`src/sv/rcft_pkg.sv`:
```
`timescale 1ns / 1ps

package rcft_pkg;

	// Table geometry
	localparam int NUM_REGS = 1024;
	localparam int REG_W    = 10;
	localparam int IDX_W    = $clog2(NUM_REGS);
	localparam int CNT_W    = IDX_W + 1;

	typedef logic [REG_W-1:0] reg_t;
	typedef logic [IDX_W-1:0] idx_t;
	typedef logic [CNT_W-1:0] cnt_t;

	// Item kinds carried on the action field
	typedef enum logic [1:0] {
		ACT_BLOCK = 2'd0,
		ACT_INSTR = 2'd1,
		ACT_ARG   = 2'd2
	} action_t;

	// Sequencer states
	typedef enum logic [2:0] {
		CS_IDLE,
		CS_SWEEP,
		CS_LOOK_A,
		CS_LOOK_B,
		CS_LOOK_C,
		CS_WRITE,
		CS_DONE
	} ctrl_state_t;

	// One table entry: copy origin and its valid flag
	typedef struct packed {
		logic valid;
		reg_t src;
	} entry_t;

	// Table access request
	typedef struct packed {
		logic   rd_en;
		idx_t   rd_addr;
		logic   wr_en;
		idx_t   wr_addr;
		entry_t wr_data;
	} mem_req_t;

	// Work list for one item, decoded at acceptance
	typedef struct packed {
		logic pre_clear;
		logic ka_en;
		reg_t ka;
		logic kb_en;
		reg_t kb;
		logic look1;
		reg_t r1;
		logic look2;
		reg_t r2;
		logic pass1;
		logic pass2;
		logic post_en;
		reg_t post_r;
		logic rec_en;
		reg_t rec_dest;
		reg_t rec_src;
	} plan_t;

	function automatic logic in_range(reg_t r);
		return 32'(r) < 32'(NUM_REGS);
	endfunction

	function automatic idx_t to_idx(reg_t r);
		logic [31:0] w;
		w = 32'(r);
		return w[IDX_W-1:0];
	endfunction

	function automatic logic idx_is(idx_t a, reg_t r);
		return 32'(a) == 32'(r);
	endfunction

endpackage

```
`src/sv/rcft_ctrl.sv`:
```
`timescale 1ns / 1ps

module rcft_ctrl (
	input  logic               clk,
	input  logic               arst_n,
	input  logic               start,
	input  rcft_pkg::plan_t    plan,
	input  logic               take,
	input  rcft_pkg::entry_t   rd_data,
	output rcft_pkg::mem_req_t mem_req,
	output logic               idle,
	output logic               done,
	output rcft_pkg::reg_t     t1,
	output rcft_pkg::reg_t     t2
);
	import rcft_pkg::*;

	ctrl_state_t state_q, state_d;
	logic        init_q, init_d;
	logic        post_q, post_d;
	logic        op2_q, op2_d;
	cnt_t        cnt_q;
	logic        sweep_v_s1;
	idx_t        sweep_addr_s1;
	reg_t        mid_q;
	reg_t        t1_q, t2_q;

	logic        sw_clr, sw_ka_en, sw_kb_en;
	reg_t        sw_ka, sw_kb;
	logic        hit;
	logic        mid_load, res_load;
	reg_t        res_val;
	reg_t        look_r;
	ctrl_state_t pre_next, post_next, look_next;
	logic        pre_op2, look_op2;

	// Sweep settings follow the phase: clearing pass, pre-lookup or post-lookup
	assign sw_clr   = init_q || (!post_q && plan.pre_clear);
	assign sw_ka_en = !init_q && (post_q ? plan.post_en : plan.ka_en);
	assign sw_ka    = post_q ? plan.post_r : plan.ka;
	assign sw_kb_en = !init_q && !post_q && plan.kb_en;
	assign sw_kb    = plan.kb;

	// Entry under sweep is hit when it is a killed register or points to one
	assign hit = (sw_ka_en && (idx_is(sweep_addr_s1, sw_ka) || rd_data.src == sw_ka)) ||
		(sw_kb_en && (idx_is(sweep_addr_s1, sw_kb) || rd_data.src == sw_kb));

	assign look_r = op2_q ? plan.r2 : plan.r1;

	// Successor states after each phase
	always_comb begin
		if (plan.post_en) begin
			post_next = CS_SWEEP;
		end else if (plan.rec_en) begin
			post_next = CS_WRITE;
		end else begin
			post_next = CS_DONE;
		end

		if (plan.look1) begin
			pre_next = CS_LOOK_A;
			pre_op2  = 1'b0;
		end else if (plan.look2) begin
			pre_next = CS_LOOK_A;
			pre_op2  = 1'b1;
		end else begin
			pre_next = post_next;
			pre_op2  = 1'b0;
		end

		if (!op2_q && plan.look2) begin
			look_next = CS_LOOK_A;
			look_op2  = 1'b1;
		end else begin
			look_next = post_next;
			look_op2  = op2_q;
		end
	end

	// Next state and table requests
	always_comb begin
		state_d  = state_q;
		init_d   = init_q;
		post_d   = post_q;
		op2_d    = op2_q;
		mem_req  = '0;
		mid_load = 1'b0;
		res_load = 1'b0;
		res_val  = look_r;
		idle     = 1'b0;
		done     = 1'b0;
		unique case (state_q)
			CS_IDLE: begin
				idle = 1'b1;
				if (start) begin
					if (plan.pre_clear || plan.ka_en || plan.kb_en) begin
						state_d = CS_SWEEP;
						post_d  = 1'b0;
					end else begin
						state_d = pre_next;
						op2_d   = pre_op2;
						post_d  = 1'b1;
					end
				end
			end
			CS_SWEEP: begin
				mem_req.rd_en   = 32'(cnt_q) < 32'(NUM_REGS);
				mem_req.rd_addr = cnt_q[IDX_W-1:0];
				mem_req.wr_en   = sweep_v_s1 && (sw_clr || (rd_data.valid && hit));
				mem_req.wr_addr = sweep_addr_s1;
				mem_req.wr_data = '{valid: 1'b0, src: rd_data.src};
				if (32'(cnt_q) == 32'(NUM_REGS)) begin
					if (init_q) begin
						state_d = CS_IDLE;
						init_d  = 1'b0;
					end else if (!post_q) begin
						state_d = pre_next;
						op2_d   = pre_op2;
						post_d  = 1'b1;
					end else begin
						state_d = plan.rec_en ? CS_WRITE : CS_DONE;
					end
				end
			end
			CS_LOOK_A: begin
				if (in_range(look_r)) begin
					mem_req.rd_en   = 1'b1;
					mem_req.rd_addr = to_idx(look_r);
					state_d         = CS_LOOK_B;
				end else begin
					res_load = 1'b1;
					state_d  = look_next;
					op2_d    = look_op2;
				end
			end
			CS_LOOK_B: begin
				if (rd_data.valid && in_range(rd_data.src)) begin
					mem_req.rd_en   = 1'b1;
					mem_req.rd_addr = to_idx(rd_data.src);
					mid_load        = 1'b1;
					state_d         = CS_LOOK_C;
				end else begin
					res_load = 1'b1;
					res_val  = rd_data.valid ? rd_data.src : look_r;
					state_d  = look_next;
					op2_d    = look_op2;
				end
			end
			CS_LOOK_C: begin
				res_load = 1'b1;
				res_val  = rd_data.valid ? rd_data.src : mid_q;
				state_d  = look_next;
				op2_d    = look_op2;
			end
			CS_WRITE: begin
				mem_req.wr_en   = 1'b1;
				mem_req.wr_addr = to_idx(plan.rec_dest);
				mem_req.wr_data = '{valid: 1'b1, src: plan.rec_src};
				state_d         = CS_DONE;
			end
			CS_DONE: begin
				done = 1'b1;
				if (take) begin
					state_d = CS_IDLE;
				end
			end
			default: begin
				state_d = CS_IDLE;
			end
		endcase
	end

	// Sequencer state; reset starts the clearing pass
	always_ff @(posedge clk or negedge arst_n) begin
		if (!arst_n) begin
			state_q    <= CS_SWEEP;
			init_q     <= 1'b1;
			post_q     <= 1'b1;
			op2_q      <= 1'b0;
			cnt_q      <= '0;
			sweep_v_s1 <= 1'b0;
		end else begin
			state_q    <= state_d;
			init_q     <= init_d;
			post_q     <= post_d;
			op2_q      <= op2_d;
			sweep_v_s1 <= (state_q == CS_SWEEP) && mem_req.rd_en;
			// Rewind at the end of each pass so a second pass starts from entry zero
			if (state_q == CS_SWEEP && 32'(cnt_q) != 32'(NUM_REGS)) begin
				cnt_q <= cnt_q + 1'b1;
			end else begin
				cnt_q <= '0;
			end
		end
	end

	// Hold sweep address and lookup results
	always_ff @(posedge clk) begin
		sweep_addr_s1 <= mem_req.rd_addr;
		if (mid_load) begin
			mid_q <= rd_data.src;
		end
		if (res_load) begin
			if (op2_q) begin
				t2_q <= res_val;
			end else begin
				t1_q <= res_val;
			end
		end
	end

	assign t1 = t1_q;
	assign t2 = t2_q;

endmodule

```
`config.mk`:
```
export PLATFORM = sky130hd
export DESIGN_NAME = rcft_ctrl
export DESIGN_NICKNAME = d
export VERILOG_FILES = /design/src/sv/rcft_pkg.sv /design/src/sv/rcft_ctrl.sv
export SDC_FILE = /design/constraint.sdc
export NUM_CORES = 1
export LEC_CHECK = 0
export BUFFER_PORTS_ARGS = -buffer_cell sky130_fd_sc_hd__buf_4
export CORE_UTILIZATION = 44
export CTS_CLUSTER_DIAMETER = 100
export DETAILED_ROUTE_END_ITERATION = 8
export HOLD_SLACK_MARGIN = 0.05
export MAX_ROUTING_LAYER = met4
export PLACE_DENSITY = 0.82
export SLEW_MARGIN = 0
export SYNTH_ARGS = -nofsm -noshare
export SYNTH_HDL_FRONTEND = slang
export SYNTH_SLANG_ARGS = --single-unit
```
`constraint.sdc`:
```
create_clock -name clk -period 1.8 [get_ports clk]
set_input_delay 0.09 -clock clk [delete_from_list [all_inputs] [get_ports clk]]
set_output_delay 0.09 -clock clk [all_outputs]
set_load 0.005 [all_outputs]
```
==> results of run 1 <==
-- power breakdown --
group / switching, mW / internal, mW / total (mW) / leakage, nW
registers: 0.278 / 1.74 / 2.02 / 0.585
clock network: 0.607 / 0.777 / 1.38 / 0.103
logic: 2.55 / 2.77 / 5.32 / 2.11
total: 3.43 / 5.29 / 8.72 / 2.80
-- cells by family after synthesis --
group | after synthesis | share of synthesized area, %
AO/OA/AOI/OAI | 96 | 18.7
XOR/XNOR | 49 | 12.3
adder cells (fa/ha/maj) | 2 | 0.715
buffers and inverters | 30 | 3.86
flip-flops | 58 | 44.5
multiplexers | 21 | 6.23
AND/OR/NAND/NOR | 94 | 13.7
-- layer usage --
metal  share of wire [%]  GRT usage (%)  vias to the layer above
li1                    -              -                     1764
met1                  34           42.7                     2120
met2                  48           64.5                      405
met3                  11           9.21                      134
met4                 7.3           20.0                        0
met5                   0              -                        -
-- synthesized netlist by cell type, types with 2 or more instances --
master	count	area (um^2)
xor2_1	42	368
edfxtp_1	30	901
nor2_1	29	109
a22o_1	21	184
o21ai_0	20	100
a21oi_1	19	95.1
mux2i_1	19	190
clkbuf_1	16	60.1
dfrtp_1	15	375
and2_1	12	75.1
nand2_1	12	45.0
a211oi_1	10	75.1
a22oi_1	10	75.1
dfxtp_1	10	200
inv_1	9	33.8
nand3_1	9	45.0
nor4_1	7	43.8
xnor2_1	7	61.3
nand4_1	6	37.5
nor3_1	5	25.0
and3_1	3	18.8
buf_2	3	15.0
dfstp_2	3	78.8
o22ai_1	3	18.8
a21o_1	2	15.0
a31oi_1	2	12.5
and2b_1	2	15.0
ha_1	2	25.0
mux2i_2	2	27.5
nor2b_1	2	12.5
o31ai_1	2	15.0
-- final cells by class --
| cell class | instances | area, um^2 | area share [%] |
|---|---|---|---|
| Multi-Input combinational cell | 262 | 2250 | 35.4 |
| Timing Repair Buffer | 247 | 2160 | 34.1 |
| Sequential cell | 58 | 1560 | 24.5 |
| Tap cell | 102 | 128 | 2.01 |
| Clock buffer | 9 | 124 | 1.95 |
| Clock inverter | 7 | 92.6 | 1.46 |
| Inverter | 9 | 38.8 | 0.611 |
-- per-stage QoR --
stage / TNS (ps) / utilization, %
detailed placement: -247 / 65.0
finish: -8620 / 82.6
CTS: -2800 / 77.1
floorplan: 0 / -
global placement: -242 / 65.0
global route: -9850 / 82.6
-- repair_timing --
item / 4_1_cts / 5_1_grt
cloned: 4 / 4
gates resized for setup: 74 / 72
setup endpoints to repair: 32 / 92
hold endpoints to repair: 31 / 0
hold buffers: 13 / 0
pin swaps: 14 / 24
setup buffers: 27 / 20
-- worst max-delay path, cell delays in order (launching register included) --
cell and delay, ps:
dfstp_2 600, clkbuf_16 190, mux2i_4 300, xor2_2 260
nand3_2 160, nor3_2 220, o31ai_1 130, a21oi_1 210
buf_4 140
-- flip-flops by register name (all words and copies together), names as in the netlist --
signal,flops
sweep_v_s1,1
t1,10
t2,10
state_q,3
post_q,1
init_q,1
sweep_addr_s1,10
op2_q,1
cnt_q,11
mid_q,10
-- final timing paths --
check                                       startpoint  depth (start not counted)                       end  slack [ps]
min in group asynchronous                       arst_n                          2        cnt_q[7]$_DFF_PN0_         170
worst max-delay path                post_q$_DFFE_PN1P_                          8               mem_req[21]        -850
worst min register to register     cnt_q[10]$_DFF_PN0_                          2      sweep_v_s1$_DFF_PN0_         570
worst max register to register  state_q[1]$_DFFE_PN0P_                          9    state_q[2]$_DFFE_PN0P_        -180
worst min-delay path                        rd_data[7]                          3  sweep_addr_s1[7]$_DFF_P_          60
max in group asynchronous                       arst_n                          2        post_q$_DFFE_PN1P_        1360
==> metrics, run 1 <==
status=finished with violations; violated checks=negative setup slack; Final min period=around 2700 ps; DIE HEIGHT=91.2 um; Max Slew Vio Count=0; final count of hold timing violations=0; core area=slightly below 0.008 mm^2; worst-skew pair later-pin latency=360 ps; Syn Inst Count=350; pre-CTS setup slack=-239 ps; mapped cell area=0.00350 mm^2; initial core utilization=45.5%; die area=0.00831 mm^2; GP Congestion=1.01; Pwr Density=1370 mW/mm^2; most frequent cells in the layout=buf_4, xor2_1, edfxtp_1; Rows=32; Total GRT Usage=38.5%; Cell variety after synth=47; worst slew pin tran=around 660 ps; share of cells above drive strength 1=a little under three fifths; CTS buffer count=9; I/O Pins=~150; Seq/Total Area, Yosys=44.5%; IO buf count=146; commonest non-fill, non-tap cell in the layout=buf_4; Iter 0 DRT Violations=484; final clock skew=9.79 ps; RSZ-0062 raised after global routing=true; worst endpoint required time=1710 ps; Vias=4423; worst vdd ir=968 uV; Yosys warnings=0; syn_area_per_cell=roughly 10 um^2; post-DP HPWL=10300 um; Nets=roughly 700; kind of critical path=reg2out; Total Power=slightly below 9 mW; clk root buf=clkbuf_8; Clock Sinks=58; Main synth FF type=edfxtp_1; die width=91.2 um; DRC=0; Crit Path Max Fanout=5; total gr overflow=0; Slew HR=54.8%; Fmax achieved=~0.38 GHz; Longest Clk Path Bufs=2; DR pass1 iterations=5; cell area after layout=0.00635 mm^2; Tightest Hold Check Type=in2reg; Final setup violation count=66; Max-Cap Viols=0; CTS H-tree lvls=3; vias per inst=6.37; vias in the first global route=4142; crit end category=primary output; Static Leak=approximately 2.8 nW; ant diodes=0; syn_nets=446; Area Growth Syn to Fin=81.6%; Yosys reg bits=58; DP Area=0.00500 mm^2; crit path launch type=register; drt wl/cell=25.2 um; final worst slack=-851 ps; Layout Cells excl Fill=694; CTS tree=done; first-pass GRT wire length=between 20000 and 25000 um; Min Hold Slack=59.2 ps; count of flip-flops with a built-in enable after synthesis=30; asr flop ratio synth=31.0%; initial antenna violation count=0; fill cell count=416; clock transition at the registers of the reported paths=80 ps; largest net degree at the start of global routing=22; Final ANT Viol Nets=0; Placed Cells=just over 600; Data arrival, critical path=between 2000 and 3000 ps; final period utilization=147%; overall routed net length=roughly 17000 um
Power figures use the tool's default switching activity.
==> inputs of run 2 (changes only) <==
==> constraint.sdc (replaced) <==
create_clock -name clk -period 2.25 [get_ports clk]
set_input_delay 0.1125 -clock clk [delete_from_list [all_inputs] [get_ports clk]]
set_output_delay 0.1125 -clock clk [all_outputs]
set_load 0.005 [all_outputs]
==> run 2 against run 1 <==
  * The run still ends with negative setup slack left
  * Final cell count down 10%
  * Setup slack better by 670 ps
  * Non-clock buffer count down 72
  * Global-route usage down 7.2 points
  * Clock skew down 1.2 ps
  * First-iteration DRC count down 60%
  * Critical endpoint unchanged
  * Largest power group unchanged
  * Highest routed layer unchanged
==> metrics, run 2 (same netlist as run 1, synthesis figures left out) <==
M3 GR Usage=6.62%; max reg flops=11; Placed Cells=589; final clock skew=8.55 ps; DR pass1 iterations=5; most frequent cells in the layout=buf_4, xor2_1, edfxtp_1; Clock Sinks=a little under 60; Slew HR=a little over two fifths; pre-CTS setup slack=roughly 96 ps; core area=0.00769 mm^2; clock transition at the registers of the reported paths=60 ps; P_int=3.05 mW; final count of hold timing violations=0; Hold Startpoint=take; DP Area=approximately 0.0047 mm^2; vias in the first global route=roughly 3600; met2 Use GR=53.1%; Iter 0 DRT Violations=~200; Max Slew Vio Count=0; overall routed net length=12500 um; Pwr Density=slightly below 1000 mW/mm^2; Layout Cells excl Fill=622; largest net degree at the start of global routing=31; Total GRT Usage=a little under a third; total gr overflow=0; status=finished with violations; DIE HEIGHT=91.2 um; cell area after layout=0.00521 mm^2; Final min period=between 2000 and 2500 ps; Seq pwr share=between 30% and 40%; DRC=0; Final ANT Viol Nets=0; clk root buf=clkbuf_8; die width=around 91 um; Tightest Hold Check Type=in2reg; share of cells above drive strength 1=38.1%; initial core utilization=45.5%; CTS buffer count=9; Area Growth Syn to Fin=48.9%; IO buf count=roughly 150; RR Startpoint=post_q$_DFFE_PN1P_; Data arrival, critical path=2320 ps; Fin Setup TNS=-183 ps; initial antenna violation count=0; Crit Path Max Fanout=5; Rows=32; switching portion of total power=39.0%; Max-Cap Viols=0; crit-path leading delay family=flip-flops; crit path launch type=register; power share of the combinational group=51.2%; GP Congestion=0.986; Vias=~3600; slowest CP cell=dfstp_4; post-DP HPWL=approximately 9400 um; Nets=roughly 610; met1 Use GR=36.3%; die area=0.00831 mm^2; Static Leak=2.26 nW; largest register by flop count=cnt_q; final worst slack=-183 ps; Clock Power Share=16.5%; final period utilization=108%; kind of critical path=reg2out; worst endpoint required time=2140 ps; global route hottest layer=met2; worst-skew pair later-pin latency=340 ps; WP buf/inv=2; vias per inst=5.74; Core Util, Final=67.7%; RSZ-0062 raised after global routing=true; fill cell count=around 610; Critical Path Start=post_q$_DFFE_PN1P_; CTS H-tree lvls=3; CTS tree=done; worst vdd ir=~810 uV; crit end category=primary output; Worst path max stage delay=650 ps; violated checks=negative setup slack; I/O Pins=149; CP Cell Sequence=buf_12 > mux2i_4 > xor2_1 > nand4_1 > nor3_2 > o31ai_1 > a21oi_1 > buf_4; Fmax achieved=0.411 GHz; commonest non-fill, non-tap cell in the layout=buf_4; worst slew pin tran=848 ps; ant diodes=0; Psw=about 2 mW; Final setup violation count=1; first-pass GRT wire length=19000 um; Longest Clk Path Bufs=2; drt wl/cell=~20 um
run 2: cell type report:
type	count	area (um^2)	area share (%)
multi-input cells	262	1930	37.0
flip-flops and latches	58	1560	29.9
repair buffers	175	1390	26.7
well taps	102	128	2.45
clock buffers	9	124	2.38
clock inverters	7	46.3	0.889
inverters	9	33.8	0.649
run 2: through the flow:
stage                     hold WS (ps)  power [mW]
after global routing               111        5.24
after detailed placement          8.06        3.90
final                             99.8        5.00
after CTS                         94.5        4.92
after global placement            1.59        3.84
after floorplan                   -183        2.88
run 2: worst paths after layout:
kind | end | slack, ps | cells after the start
min | state_q[2]$_DFFE_PN0P_ | 100 | 3
max in group asynchronous | init_q$_DFFE_PN1P_ | 1780 | 2
min in group asynchronous | op2_q$_DFFE_PN0P_ | 190 | 2
min reg2reg | sweep_v_s1$_DFF_PN0_ | 520 | 1
max reg2reg | state_q[0]$_DFFE_PN1P_ | 280 | 8
max | mem_req[21] | -180 | 8
run 2: power groups by stage:
stage	logic, mW	registers, mW	clock network [mW]
finish	2.56	1.62	0.824
global route	2.73	1.64	0.868
CTS	2.48	1.61	0.828
detailed placement	2.23	1.68	0
global placement	2.18	1.66	0
floorplan	1.36	1.51	0
run 2: routing by layer:
| layer | wire length (um) | vias to the layer above | share of wire [%] |
|---|---|---|---|
| met3 | 968 | 30 | 7.7 |
| met5 | 0 | - | 0 |
| li1 | - | 1636 | - |
| met2 | 6220 | 191 | 50 |
| met4 | 320 | 0 | 2.6 |
| met1 | 5030 | 1714 | 40 |
run 2: worst min-delay path: stages:
cell and delay (ps):
buf_4 80, nor3_1 60, a21o_1 150
run 2: repair_timing:
| action | in CTS | in global routing |
|---|---|---|
| setup buffers | 5 | 0 |
| hold buffers | 12 | 0 |
| gates resized for setup | 18 | 5 |
| endpoints found under the setup margin | 21 | 20 |
| pin swaps | 3 | 1 |
| hold endpoints to repair | 29 | 0 |
==> inputs of run 3 (changes only) <==
--- a/config.mk
+++ b/config.mk
@@ -11,7 +11,7 @@
 export DETAILED_ROUTE_END_ITERATION = 8
 export HOLD_SLACK_MARGIN = 0.05
 export MAX_ROUTING_LAYER = met4
-export PLACE_DENSITY = 0.82
+export PLACE_DENSITY = 0.89
 export SLEW_MARGIN = 0
 export SYNTH_ARGS = -nofsm -noshare
 export SYNTH_HDL_FRONTEND = slang
==> run 3 against run 2 <==
  * Global-route usage is 1.6 points lower
  * Via count is 2.2% lower
  * Non-clock buffer count is 3 lower
  * Sequential share of layout area is 0.064 points lower
  * The run still ends with negative setup slack left
  * Register-to-register slack better by 20 ps
  * Die area stayed put
  * Critical path type unchanged
  * Sequential power is 2% higher
  * Clock-buffer cell count stayed put
  * Sequential cell count stayed put
  * Core utilization is 0.31 points higher
  * Setup slack worse by 45 ps
  * Hold slack worse by 28 ps
==> metrics, run 3 (same netlist as run 1, synthesis figures left out) <==
status=finished with violations; violated checks=negative setup slack; Longest Clk Path Bufs=2; Psw=1.97 mW; Static Leak=2.25 nW; vias in the first global route=3445; commonest non-fill, non-tap cell in the layout=buf_4; Fmax achieved=0.404 GHz; R2R setup slack=~300 ps; Worst path max stage delay=650 ps; worst-skew pair later-pin latency=350 ps; Core Util, Final=between 60 and 70%; crit end category=primary output; Worst R2R Path Depth=7; worst vdd ir=519 uV; crit-path leading delay family=flip-flops; first-pass GRT wire length=~18000 um; hold depth=3; Worst Hold Endpoint=state_q[1]$_DFFE_PN0P_; Nets=608; DP Area=~0.0047 mm^2; Max-Cap Viols=0; Layout Cells excl Fill=619; Iter 0 DRT Violations=~310; Area Growth Syn to Fin=49.6%; kind of critical path=reg2out; core area=0.00769 mm^2; Tightest Hold Check Type=in2reg; power share of the combinational group=48.9%; worst r2r dst=state_q[0]$_DFFE_PN1P_; CP Cell Sequence=buf_12 > mux2i_4 > xor2_1 > nand4_1 > nor3_2 > o31ai_1 > a21oi_1 > buf_4; share of cells above drive strength 1=approximately two fifths; Hold Startpoint=take; DRC=0; final period utilization=110%; switching portion of total power=between 30% and 40%; largest net degree at the start of global routing=30; WP buf/inv=2; worst slew pin tran=about 530 ps; max reg flops=11; clk root buf=clkbuf_8; ant diodes=0; DR pass1 iterations=4; IO buf count=146; CTS buffer count=9; Data arrival, critical path=approximately 2400 ps; GP Congestion=around 1; final worst slack=-228 ps; CTS H-tree lvls=3; CTS tree=done; Placed Cells=587; die area=a little over 0.008 mm^2; Slew HR=between 60 and 70%; final count of hold timing violations=0; Total Power=about 5.1 mW; RSZ-0062 raised after global routing=true; crit path launch type=register; Seq pwr share=32.4%; initial antenna violation count=0; pre-CTS setup slack=roughly 90 ps; drt wl/cell=19.4 um; initial core utilization=between 40% and 50%; largest register by flop count=cnt_q; post-DP HPWL=about 8800 um; Total GRT Usage=29.7%; die width=91.2 um; Final ANT Viol Nets=0; clock transition at the registers of the reported paths=70 ps; Final min period=2480 ps; Max Slew Vio Count=0; P_int=3.15 mW; vias per inst=5.64; I/O Pins=149; Clock Sinks=58; most frequent cells in the layout=buf_4, xor2_1, edfxtp_1; Rows=32; Clock Power Share=18.8%; DIE HEIGHT=91.2 um; final clock skew=7.72 ps; Pwr Density=between 900 and 1000 mW/mm^2; overall routed net length=12000 um; Vias=around 3500; RR Startpoint=post_q$_DFFE_PN1P_; worst endpoint required time=around 2100 ps; Min Hold Slack=71.6 ps; cell area after layout=0.00523 mm^2; fill cell count=between 600 and 700; Fin Setup TNS=-228 ps; slowest CP cell=dfstp_4; Final setup violation count=1; total gr overflow=0; Crit Path Max Fanout=5
[run 3: tightest hold or removal path, cell delays in order]
cell    delay, ps
buf_4          80
nor3_1         50
a21o_1        150
[run 3: layout make-up]
cell class | instances | area (um^2) | area share [%]
multi-input combinational | 262 | 1950 | 37.3
clock inverter | 7 | 70.1 | 1.34
inverter | 9 | 33.8 | 0.646
tap | 102 | 128 | 2.44
sequential | 58 | 1560 | 29.9
timing repair buffer | 172 | 1360 | 26.1
clock buffer | 9 | 124 | 2.37
[run 3: how the worst max path moves through the flow]
stage,from,endpoint,slack (ps),depth (start not counted)
3_3_place_gp,post_q$_DFFE_PN1P_,mem_req[21],120,7
4_1_cts,post_q$_DFFE_PN1P_,mem_req[21],-170,8
3_5_place_dp,post_q$_DFFE_PN1P_,mem_req[21],90,7
2_1_floorplan,state_q[0]$_DFFE_PN1P_,t1[0]$_DFFE_PP_,470,3
5_1_grt,post_q$_DFFE_PN1P_,mem_req[21],-280,8
6_report,post_q$_DFFE_PN1P_,mem_req[21],-230,8
[run 3: per-layer routing]
layer / GRT usage [%] / vias to the layer above / wire length (um)
met1: 36.5 / 1681 / 4990
met3: 6.53 / 21 / 873
met5: - / - / 0
li1: - / 1622 / -
met2: 49.7 / 168 / 5930
met4: 7.67 / 0 / 193
[run 3: power by group through the flow]
stage          combinational, mW  clock (mW)  sequential, mW
2_1_floorplan               1.36           0            1.51
3_3_place_gp                2.11           0            1.69
3_5_place_dp                2.14           0            1.71
4_1_cts                     2.44       0.959            1.64
5_1_grt                     2.68        1.01            1.68
6_report                    2.50       0.959            1.66
[run 3: repair_timing]
item / CTS / global route
endpoints found under the hold margin: 29 / 0
hold buffers: 12 / 0
gates resized for setup: 23 / 13
buffers inserted: 4 / 0
pin swaps: 8 / 6
setup endpoints to repair: 10 / 9
